## src/design/ufd_pkg.sv

```systemverilog
// shared types and constants for the utf-8 stream decoder
// no dependencies
`default_nettype none

package ufd_pkg;

  localparam int CP_W       = 21;
  localparam int BYTE_W     = 8;
  localparam int BCNT_W     = 3;
  localparam int FLUSH_W    = 2;

  localparam logic [CP_W-1:0] QMARK = CP_W'(63);

  // job queue between front and back
  localparam int FIFO_DEPTH = 2;
  localparam int FIFO_PTR_W = (FIFO_DEPTH > 1) ? $clog2(FIFO_DEPTH) : 1;
  localparam int FIFO_CNT_W = $clog2(FIFO_DEPTH + 1);

  // work for the back end caused by one input word
  typedef struct packed {
    logic [FLUSH_W-1:0] flush_cnt;  // number of '?' results for held bytes
    logic               has_final;  // one more result follows the flush
    logic [CP_W-1:0]    cp;
    logic [BCNT_W-1:0]  bcnt;
    logic               rep;
  } ufd_job_t;

endpackage

`default_nettype wire

```

## src/design/ufd_fifo.sv

```systemverilog
// small register queue of decode jobs
// depends on ufd_pkg
`default_nettype none

module ufd_fifo (
  input  wire logic            clk,
  input  wire logic            rst_n,
  input  wire logic            push,
  input  wire ufd_pkg::ufd_job_t din,
  input  wire logic            pop,
  output ufd_pkg::ufd_job_t    dout,
  output logic                 full,
  output logic                 empty
);
  import ufd_pkg::*;

  ufd_job_t              mem_r [FIFO_DEPTH];
  logic [FIFO_PTR_W-1:0] wr_ptr_r, wr_ptr_nxt;
  logic [FIFO_PTR_W-1:0] rd_ptr_r, rd_ptr_nxt;
  logic [FIFO_CNT_W-1:0] count_r, count_nxt;

  assign full  = (count_r == FIFO_CNT_W'(FIFO_DEPTH));
  assign empty = (count_r == '0);
  assign dout  = mem_r[rd_ptr_r];

  always_comb begin
    wr_ptr_nxt = wr_ptr_r;
    rd_ptr_nxt = rd_ptr_r;
    count_nxt  = count_r;
    if (push) begin
      wr_ptr_nxt = (wr_ptr_r == FIFO_PTR_W'(FIFO_DEPTH - 1)) ? '0 : wr_ptr_r + 1'b1;
    end
    if (pop) begin
      rd_ptr_nxt = (rd_ptr_r == FIFO_PTR_W'(FIFO_DEPTH - 1)) ? '0 : rd_ptr_r + 1'b1;
    end
    if (push && !pop) begin
      count_nxt = count_r + 1'b1;
    end else if (pop && !push) begin
      count_nxt = count_r - 1'b1;
    end
  end

  always_ff @(posedge clk) begin
    if (!rst_n) begin
      wr_ptr_r <= '0;
      rd_ptr_r <= '0;
      count_r  <= '0;
    end else begin
      wr_ptr_r <= wr_ptr_nxt;
      rd_ptr_r <= rd_ptr_nxt;
      count_r  <= count_nxt;
    end
  end

  always_ff @(posedge clk) begin
    if (push) begin
      mem_r[wr_ptr_r] <= din;
    end
  end

endmodule

`default_nettype wire

```

## src/design/ufd_front.sv

```systemverilog
// front end: takes bytes, tracks the open sequence, emits decode jobs
// depends on ufd_pkg
`default_nettype none

module ufd_front (
  input  wire logic                        clk,
  input  wire logic                        rst_n,
  input  wire logic                        accept,
  input  wire logic [ufd_pkg::BYTE_W-1:0]  data_byte,
  output logic                             job_push,
  output ufd_pkg::ufd_job_t                job
);
  import ufd_pkg::*;

  logic [BCNT_W-1:0]  exp_len_r, exp_len_nxt;
  logic [FLUSH_W-1:0] held_r, held_nxt;
  logic [CP_W-1:0]    partial_r, partial_nxt;

  logic              seq_open;
  logic              is_cont;
  logic [BCNT_W-1:0] held_inc;
  logic [CP_W-1:0]   partial_ext;

  assign seq_open    = (exp_len_r != '0);
  assign is_cont     = (data_byte[7:6] == 2'b10);
  assign held_inc    = {1'b0, held_r} + 1'b1;
  assign partial_ext = {partial_r[CP_W-7:0], data_byte[5:0]};

  always_comb begin
    exp_len_nxt   = exp_len_r;
    held_nxt      = held_r;
    partial_nxt   = partial_r;
    job.flush_cnt = '0;
    job.has_final = 1'b0;
    job.cp        = QMARK;
    job.bcnt      = BCNT_W'(1);
    job.rep       = 1'b0;

    if (seq_open && is_cont) begin
      // extend the open sequence
      if (held_inc == exp_len_r) begin
        job.has_final = 1'b1;
        job.cp        = partial_ext;
        job.bcnt      = exp_len_r;
        exp_len_nxt   = '0;
        held_nxt      = '0;
        partial_nxt   = '0;
      end else begin
        held_nxt    = held_inc[FLUSH_W-1:0];
        partial_nxt = partial_ext;
      end
    end else begin
      // broken sequence flushes held bytes, then fresh decode
      job.flush_cnt = seq_open ? held_r : '0;
      exp_len_nxt   = '0;
      held_nxt      = '0;
      partial_nxt   = '0;
      if (data_byte == '0) begin
        // terminator: flush only
      end else if (!data_byte[7]) begin
        job.has_final = 1'b1;
        job.cp        = CP_W'(data_byte);
      end else if (data_byte[7:5] == 3'b110) begin
        exp_len_nxt = BCNT_W'(2);
        held_nxt    = FLUSH_W'(1);
        partial_nxt = CP_W'(data_byte[4:0]);
      end else if (data_byte[7:4] == 4'b1110) begin
        exp_len_nxt = BCNT_W'(3);
        held_nxt    = FLUSH_W'(1);
        partial_nxt = CP_W'(data_byte[3:0]);
      end else if (data_byte[7:3] == 5'b11110) begin
        exp_len_nxt = BCNT_W'(4);
        held_nxt    = FLUSH_W'(1);
        partial_nxt = CP_W'(data_byte[2:0]);
      end else begin
        // stray continuation or invalid lead
        job.has_final = 1'b1;
        job.rep       = 1'b1;
      end
    end
  end

  assign job_push = accept && (job.has_final || (job.flush_cnt != '0));

  always_ff @(posedge clk) begin
    if (!rst_n) begin
      exp_len_r <= '0;
      held_r    <= '0;
      partial_r <= '0;
    end else if (accept) begin
      exp_len_r <= exp_len_nxt;
      held_r    <= held_nxt;
      partial_r <= partial_nxt;
    end
  end

endmodule

`default_nettype wire

```

## src/design/ufd_back.sv

```systemverilog
// back end: expands one job into its results, one per cycle unless out_ready stalls, into an output register
// depends on ufd_pkg
`default_nettype none

module ufd_back (
  input  wire logic                       clk,
  input  wire logic                       rst_n,
  input  wire logic                       head_valid,
  input  wire ufd_pkg::ufd_job_t          head,
  output logic                            pop,
  output logic                            out_valid,
  input  wire logic                       out_ready,
  output logic [ufd_pkg::CP_W-1:0]        out_code_point,
  output logic [ufd_pkg::BCNT_W-1:0]      out_byte_count,
  output logic                            out_replaced,
  output logic                            out_last_of_run
);
  import ufd_pkg::*;

  logic [FLUSH_W-1:0] idx_r, idx_nxt;
  logic               out_valid_r, out_valid_nxt;
  logic [CP_W-1:0]    cp_r, cp_nxt;
  logic [BCNT_W-1:0]  bcnt_r, bcnt_nxt;
  logic               rep_r, rep_nxt;
  logic               last_r, last_nxt;
  logic               load;
  logic               in_flush;
  logic               flush_last;

  assign load       = head_valid && (!out_valid_r || out_ready);
  assign in_flush   = (idx_r != head.flush_cnt);
  assign flush_last = ({1'b0, idx_r} + 1'b1 == {1'b0, head.flush_cnt}) && !head.has_final;

  always_comb begin
    idx_nxt       = idx_r;
    out_valid_nxt = out_valid_r && !out_ready;
    cp_nxt        = cp_r;
    bcnt_nxt      = bcnt_r;
    rep_nxt       = rep_r;
    last_nxt      = last_r;
    pop           = 1'b0;
    if (load) begin
      out_valid_nxt = 1'b1;
      if (in_flush) begin
        cp_nxt   = QMARK;
        bcnt_nxt = BCNT_W'(1);
        rep_nxt  = 1'b1;
        last_nxt = flush_last;
        if (flush_last) begin
          pop     = 1'b1;
          idx_nxt = '0;
        end else begin
          idx_nxt = idx_r + 1'b1;
        end
      end else begin
        cp_nxt   = head.cp;
        bcnt_nxt = head.bcnt;
        rep_nxt  = head.rep;
        last_nxt = 1'b1;
        pop      = 1'b1;
        idx_nxt  = '0;
      end
    end
  end

  always_ff @(posedge clk) begin
    if (!rst_n) begin
      idx_r       <= '0;
      out_valid_r <= 1'b0;
    end else begin
      idx_r       <= idx_nxt;
      out_valid_r <= out_valid_nxt;
    end
  end

  always_ff @(posedge clk) begin
    cp_r   <= cp_nxt;
    bcnt_r <= bcnt_nxt;
    rep_r  <= rep_nxt;
    last_r <= last_nxt;
  end

  assign out_valid       = out_valid_r;
  assign out_code_point  = cp_r;
  assign out_byte_count  = bcnt_r;
  assign out_replaced    = rep_r;
  assign out_last_of_run = last_r;

  // a partly expanded job stays at the queue head
  a_idx_has_head: assert property (@(posedge clk) disable iff (!rst_n)
    (idx_r != '0) |-> head_valid)
    else $error("flush index set without a job at the head");

  // every queued job carries at least one result
  a_job_nonempty: assert property (@(posedge clk) disable iff (!rst_n)
    head_valid |-> (head.has_final || (head.flush_cnt != '0)))
    else $error("empty job in queue");

  // a replaced result is always a question mark of one byte
  a_rep_qmark: assert property (@(posedge clk) disable iff (!rst_n)
    (out_valid_r && rep_r) |-> (cp_r == QMARK && bcnt_r == BCNT_W'(1)))
    else $error("replaced result with wrong payload");

  // the job leaves the queue only with its last result
  a_pop_last: assert property (@(posedge clk) disable iff (!rst_n)
    pop |=> (out_valid_r && last_r))
    else $error("job popped without a last result");

endmodule

`default_nettype wire

```

## src/design/utf8_stream_decoder.sv

```systemverilog
// utf-8 stream decoder: one byte word in, decoded code points out
// path: an accepted byte's job is written into the job queue, then its first result into the output register
// throughput: one byte per cycle unless the job queue is full; a byte that breaks a
//   sequence gives up to 4 results, one per unstalled cycle, via the single-result output register
// reset: synchronous active-low rst_n closes any open sequence and empties the queue
// depends on ufd_pkg, ufd_front, ufd_fifo, ufd_back
`default_nettype none

module utf8_stream_decoder (
  input  wire logic                       clk,
  input  wire logic                       rst_n,
  // byte word input
  input  wire logic                       in_valid,
  output logic                            in_ready,
  input  wire logic [ufd_pkg::BYTE_W-1:0] in_data_byte,
  // result word output
  output logic                            out_valid,
  input  wire logic                       out_ready,
  output logic [ufd_pkg::CP_W-1:0]        out_code_point,
  output logic [ufd_pkg::BCNT_W-1:0]      out_byte_count,
  output logic                            out_replaced,
  output logic                            out_last_of_run
);
  import ufd_pkg::*;

  logic     accept;
  logic     job_push;
  ufd_job_t job;
  ufd_job_t head;
  logic     q_full;
  logic     q_empty;
  logic     pop;

  // the front only stalls when the job queue is full
  assign in_ready = !q_full;
  assign accept   = in_valid && in_ready;

  // front: sequence tracking and byte classification
  ufd_front u_front (
    .clk       (clk),
    .rst_n     (rst_n),
    .accept    (accept),
    .data_byte (in_data_byte),
    .job_push  (job_push),
    .job       (job)
  );

  // short queue decouples byte intake from result expansion
  ufd_fifo u_fifo (
    .clk   (clk),
    .rst_n (rst_n),
    .push  (job_push),
    .din   (job),
    .pop   (pop),
    .dout  (head),
    .full  (q_full),
    .empty (q_empty)
  );

  // back: one result per cycle, unless out_ready stalls, into the output register
  ufd_back u_back (
    .clk             (clk),
    .rst_n           (rst_n),
    .head_valid      (!q_empty),
    .head            (head),
    .pop             (pop),
    .out_valid       (out_valid),
    .out_ready       (out_ready),
    .out_code_point  (out_code_point),
    .out_byte_count  (out_byte_count),
    .out_replaced    (out_replaced),
    .out_last_of_run (out_last_of_run)
  );

endmodule

`default_nettype wire
```

## config.mk

```make
export PLATFORM = sky130hd
export DESIGN_NAME = utf8_stream_decoder
export DESIGN_NICKNAME = d
export VERILOG_FILES = /design/src/design/ufd_pkg.sv /design/src/design/ufd_fifo.sv /design/src/design/ufd_front.sv /design/src/design/ufd_back.sv /design/src/design/utf8_stream_decoder.sv
export SDC_FILE = /design/constraint.sdc
export NUM_CORES = 1
export LEC_CHECK = 0
export BUFFER_PORTS_ARGS = -buffer_cell sky130_fd_sc_hd__buf_2
export CAP_MARGIN = 40
export CORE_ASPECT_RATIO = 2
export CORE_UTILIZATION = 50
export CTS_BUF_LIST = sky130_fd_sc_hd__clkbuf_16
export CTS_CLUSTER_DIAMETER = 80
export DETAILED_ROUTE_END_ITERATION = 8
export GPL_TIMING_DRIVEN = 0
export PLACE_DENSITY = 0.69
export SLEW_MARGIN = 30
export SYNTH_ARGS = -nofsm -noshare
export SYNTH_HDL_FRONTEND = slang
export SYNTH_SLANG_ARGS = --single-unit
```

## constraint.sdc

```tcl
create_clock -name clk -period 4.8 [get_ports clk]
set_input_delay 0.72 -clock clk [delete_from_list [all_inputs] [get_ports clk]]
set_output_delay 0.72 -clock clk [all_outputs]
set_load 0.01 [all_outputs]
```

# Yosys cells after proc, flatten, opt, wreduce, memory -nomap -nowiden
# Memory sizes are Yosys's and may differ from the RTL's. A register that Yosys moved wholly into a read port is not among the register bits.
# Cells that the tools add are included.
# op_classes
order_cmp	0
reduce_logical	23
mux	49
bitwise_logic	0
n_shift	0
n_mul	0
div_mod_pow	0
eq_ne	9
addsub	7
# ops
op	count
15-bit two-way mux	5
22-bit two-way mux	2
3-bit two-way mux	9
25-bit two-way mux	1
2-bit two-way mux	12
1-bit two-way mux	18
1-bit logical AND	8
8-bit logical NOT	1
1-bit logical NOT	7
7-bit two-way mux	1
2-bit by 1-bit adder with 3-bit output (second input constant)	2
5-bit == test (second input constant)	1
2-bit by 1-bit adder with 2-bit output (second input constant)	2
2-bit == test (second input constant)	2
4-bit == test (second input constant)	1
4-bit two-way mux	1
2-bit nonzero test	2
3-bit by 2-bit == test with 1-bit output	1
3-bit == test	1
3-bit == test (second input constant)	1
3-bit nonzero test	1
1-bit adder (second input constant)	2
2-bit logical NOT	1
1-bit logical OR	2
4 further kinds	4
# totals
latchBits	0
romBits	0
in_bits	12
word_cells	101
register_bits	53
memories	1
mem_bits_rw	56
# memory_table
memory	depth	word_bits	read_ports	rd_ports_with_merged_regs	write_ports	line_no	rtl
u_fifo.mem_r	2	28	1	1	1	ufd_fifo.sv:17	ufd_job_t mem_r [FIFO_DEPTH];

# Logic depth before layout (Yosys ltp)
# depth
ltp_word	13
ltp_mapped	11

# Cells and area by module
# From an unflattened synthesis, not the netlist that was laid out.
# hier_totals
hier_cells	326
area_unflattened_um2	4594.4
# modules_own_cells
mod	area_each_um2	n_inst	cells_per_inst	seq_area_each_um2
ufd_fifo	2243.4	1	109	1781.7
ufd_front	1176.1	1	139	400.4
ufd_back	1161.1	1	75	840.8
utf8_stream_decoder	13.8	1	3	0.0

# Worst setup path before layout
# No wires, ideal clock.
# synth_timing
path_kind	input to register
start	input port in_data_byte[7] (netlist bit)
end	memory u_fifo.mem_r[1][0] (netlist bit) (enable)
stages	5
arrival_ps	3156
path_slack_ps	1212
setup_time_ps	432
t_required_ps	4368
n_path_buf	1
cell_sequence	nor2b_1 > nor2b_1 > clkbuf_1 > nand3_1 > a31oi_1
# synth_via
elab_chain_len	11
elab_cells_between_ends	18
# synth_rtl
element	line_no	rtl
start, declared	utf8_stream_decoder.sv:15	input wire logic [ufd_pkg::BYTE_W-1:0] in_data_byte,
5-bit == test	ufd_front.sv:71	end else if (data_byte[7:3] == 5'b11110) begin
1-bit two-way mux	ufd_front.sv:71	
1-bit two-way mux	ufd_front.sv:67	end else if (data_byte[7:4] == 4'b1110) begin
1-bit two-way mux	ufd_front.sv:63	end else if (data_byte[7:5] == 3'b110) begin
1-bit two-way mux	ufd_front.sv:60	end else if (!data_byte[7]) begin
22-bit two-way mux	ufd_front.sv:58	if (data_byte == '0) begin
22-bit two-way mux	ufd_front.sv:39	if (seq_open && is_cont) begin
1-bit logical OR *	ufd_front.sv:83	assign job_push = accept && (job.has_final || (job.flush_cnt != '0));
1-bit logical AND *	ufd_front.sv:83	
1-bit two-way mux *	ufd_fifo.sv:56	if (push) begin
1-bit two-way mux (not written as such) *	ufd_fifo.sv:57	mem_r[wr_ptr_r] <= din;
end, declared	ufd_fifo.sv:17	
# Every way passes the cells marked *; elsewhere a longest branch is shown, timed or not.

# Final worst setup path
# layout_timing
start	register u_front.held_r[0]
end	memory u_fifo.mem_r[1][24] (netlist bit) (enable)
# layout_via
elab_chain_len	8
elab_cells_between_ends	11
# layout_rtl
element	line_no	rtl
start, declared	ufd_front.sv:16	logic [FLUSH_W-1:0] held_r, held_nxt;
start signal, assigned	ufd_front.sv:92	held_r <= held_nxt;
2-bit by 1-bit adder with 3-bit output	ufd_front.sv:26	assign held_inc = {1'b0, held_r} + 1'b1;
3-bit == test	ufd_front.sv:41	if (held_inc == exp_len_r) begin
25-bit two-way mux	ufd_front.sv:41	
22-bit two-way mux	ufd_front.sv:39	
1-bit logical OR *	ufd_front.sv:83	
1-bit logical AND *	ufd_front.sv:83	
1-bit two-way mux *	ufd_fifo.sv:56	
1-bit two-way mux (not written as such) *	ufd_fifo.sv:57	
# Marks and branches as above.

==> metrics.yaml <==
power_mw: 2.77
path_max_fanout: 18
post_cts_resized: 0
crit_required_ps: 4850
clk_pin_slew_worst_paths_ps: 70
post_synth.cell_area_avg_sq_um: 12.8
num-fill-cells: 690
grt_pass1_wl_mm: 13.1
numCtsBuffers: 9
drive_above_1_share_pct: 17.8
syn_nets: 356
drt_iter0_drc: 153
criticalPathCategory: "reg2reg"
dp_hpwl_mm: 5.96
netlist_area_sq_um: 4370
clk_latency_ps: 340
peakVddDrop_v: 0.000284
synth_top_area_share_pct: 56.3
cp_slowest_stage_delay_ps: 570
placedCellCount: 480
yosysWarnings: 0
rsz0062_at_grt: "false"
synth_area_leaders: "edfxtp_1, dfxtp_1, mux2i_1"
grt_pass1_vias: 2731
syn_to_final_growth_pct: 15.8
gp_congestion: 0.901
diodes: 0
grt_max_degree: 27
yosysTopAreaCell: "edfxtp_1"
cp-end-kind: "flop"
slew-limit-headroom_pct: 52.0
drc_errors: 0
path_buf_inv: 2
finalSetupViolations: 0
whs_ps: 458
die_w_microns: 68.1
start_util_pct: 52.4
chipHeight_microns: 134
first_pass_iters: 4
status: "complete, no violations"
timing.final.crit_share_pct: 65.5
seq_area_frac_synth_pct: 69.1
core_sq_um: 8350
nets: 408
ys_ff_latch: 110
power_density_nw_per_um2: 548
netlist_instances: 341
synth_common_cells: "edfxtp_1, nand2_1, nor2_1"
maxSlewViolCount: 0
wl_per_cell_microns: 16.0
post-cts-setup-buffers: 0
cap_violations: 0
rows: 47
grt_usage_pct: 20.0
crit_chain: "ha_1 > xor2_1 > nor3_1 > clkbuf_1 > nand3_1 > a31oi_4 > buf_16"
crit_slowest_cell: "a31oi_4"
worst_pin_slew_ps: 721
ant_nets: 0
io_pins: 40
cts.sinks: 110
die-area_sq_um: 9150
fin_cells: 496
cts_hold_buffers: 0
critPathLaunchType: "flop"
grt_overflow: 0
antenna_found_initial: 0
numPortBuffers: 38
wl_mm: 7.96
synth_most_common_cell: "edfxtp_1"
via_per_inst: 5.49
cpLargestDelayFamily: "simple AND/OR/NAND/NOR gates"
cts_root_buffer: "clkbuf_16"
yosysUniqueCellTypes: 40
min_period_ps: 3140
fin_worst_skew_ps: 7.27
synth_ff_type: "edfxtp_1"
synthArstFlopShare_pct: 0
fmax_ghz: 0.318
crit_arrival_ps: 3190
ctsHtreeMaxLevel: 3
cts_buffer_depth: 2
hp-class: "reg2reg"
dr_total_vias: 2725
hold_viol: 0
synth_edf_count: 82
leakage_nw: 1.80
cts_tree: "built"
state kept, by name, indices dropped and copies added (netlist names), named ones only:
signal,count
u_fifo.count_r,2
u_back.out_last_of_run,1
u_fifo.mem_r,56
u_back.out_replaced,1
u_back.out_byte_count,3
u_front.partial_r,15
u_back.out_valid,1
u_front.exp_len_r,3
u_fifo.rd_ptr_r,1
u_back.out_code_point,21
u_back.idx_r,2
u_front.held_r,2
u_fifo.wr_ptr_r,1
power by group:
| group | leakage [nW] | internal (mW) | switching, mW |
|---|---|---|---|
| clock network | 0.136 | 0.344 | 0.306 |
| registers | 0.986 | 1.28 | 0.0662 |
| logic | 0.682 | 0.312 | 0.469 |
layout make-up:
cell class	count	area, sq um	area share [%]
well taps	98	123	2.42
clock inverters	7	32.5	0.642
clock buffers	9	225	4.45
inverters	5	18.8	0.371
flip-flops and latches	110	3020	59.7
multi-input cells	211	1310	25.8
plain buffers	15	62.6	1.24
repair buffers	41	273	5.39
worst reg2reg max path, stage by stage, from the launching register on:
cell      delay [ps]
dfxtp_1          480
ha_1             310
xor2_1           150
nor3_1           420
clkbuf_1         360
nand3_1          330
a31oi_4          570
buf_16           230
through the flow:
stage          cell area [sq um]  worst slack [ps]  TNS (ps)  util, %
2_1_floorplan               4370              1210         0        -
3_3_place_gp                4690             -36.8      -960     56.1
3_5_place_dp                4810              1620         0     57.6
4_1_cts                     5060              1590         0     60.7
5_1_grt                     5060              1390         0     60.7
6_report                    5060              1660         0     60.7
per-layer routing:
metal / GRT usage [%] / routed length (microns) / part of all wire, %
met1: 21.5 / 2970 / 37
met2: 34.7 / 4440 / 56
met3: 4.59 / 274 / 3.4
met4: 10.3 / 272 / 3.4
met5: 0 / 0 / 0
kinds of logic (layout without fill, tap and decap cells):
family                   after synthesis  count (layout)  synth area share, %
AO/OA/AOI/OAI                         37              37                 4.81
XOR/XNOR                               8               8                 1.60
adder cells (fa/ha/maj)                3               3                0.858
buffers and inverters                 20              77                 1.86
flip-flops                           110             110                 69.1
multiplexers                          29              29                 6.64
AND/OR/NAND/NOR                      134             134                 15.1
path summary, 6_finish.rpt:
path | start | endpoint | slack, ps | depth (start not counted)
setup / recovery | u_front.held_r[0] | u_fifo.mem_r[1][24] | 1660 | 7
hold reg to reg | u_front.partial_r[13] | u_front.partial_r[13] | 460 | 2
hold / removal | u_front.partial_r[13] | u_front.partial_r[13] | 460 | 2
setup reg to reg | u_front.held_r[0] | u_fifo.mem_r[1][24] | 1660 | 7
layout by cell type, fill, tap and decap left out, types with 5 or more instances in the layout:
cell type  count
dfxtp_1       28
and3_1        15
xor2_1         5
inv_1          6
or2_2          7
nand2_1       45
edfxtp_1      82
mux2i_1       29
nor2_1        29
a21oi_1       21
buf_2         40
clkbuf_1      11
clkbuf_16      9
nand3_1        8
Note: power is estimated with default switching activity, not from simulation.
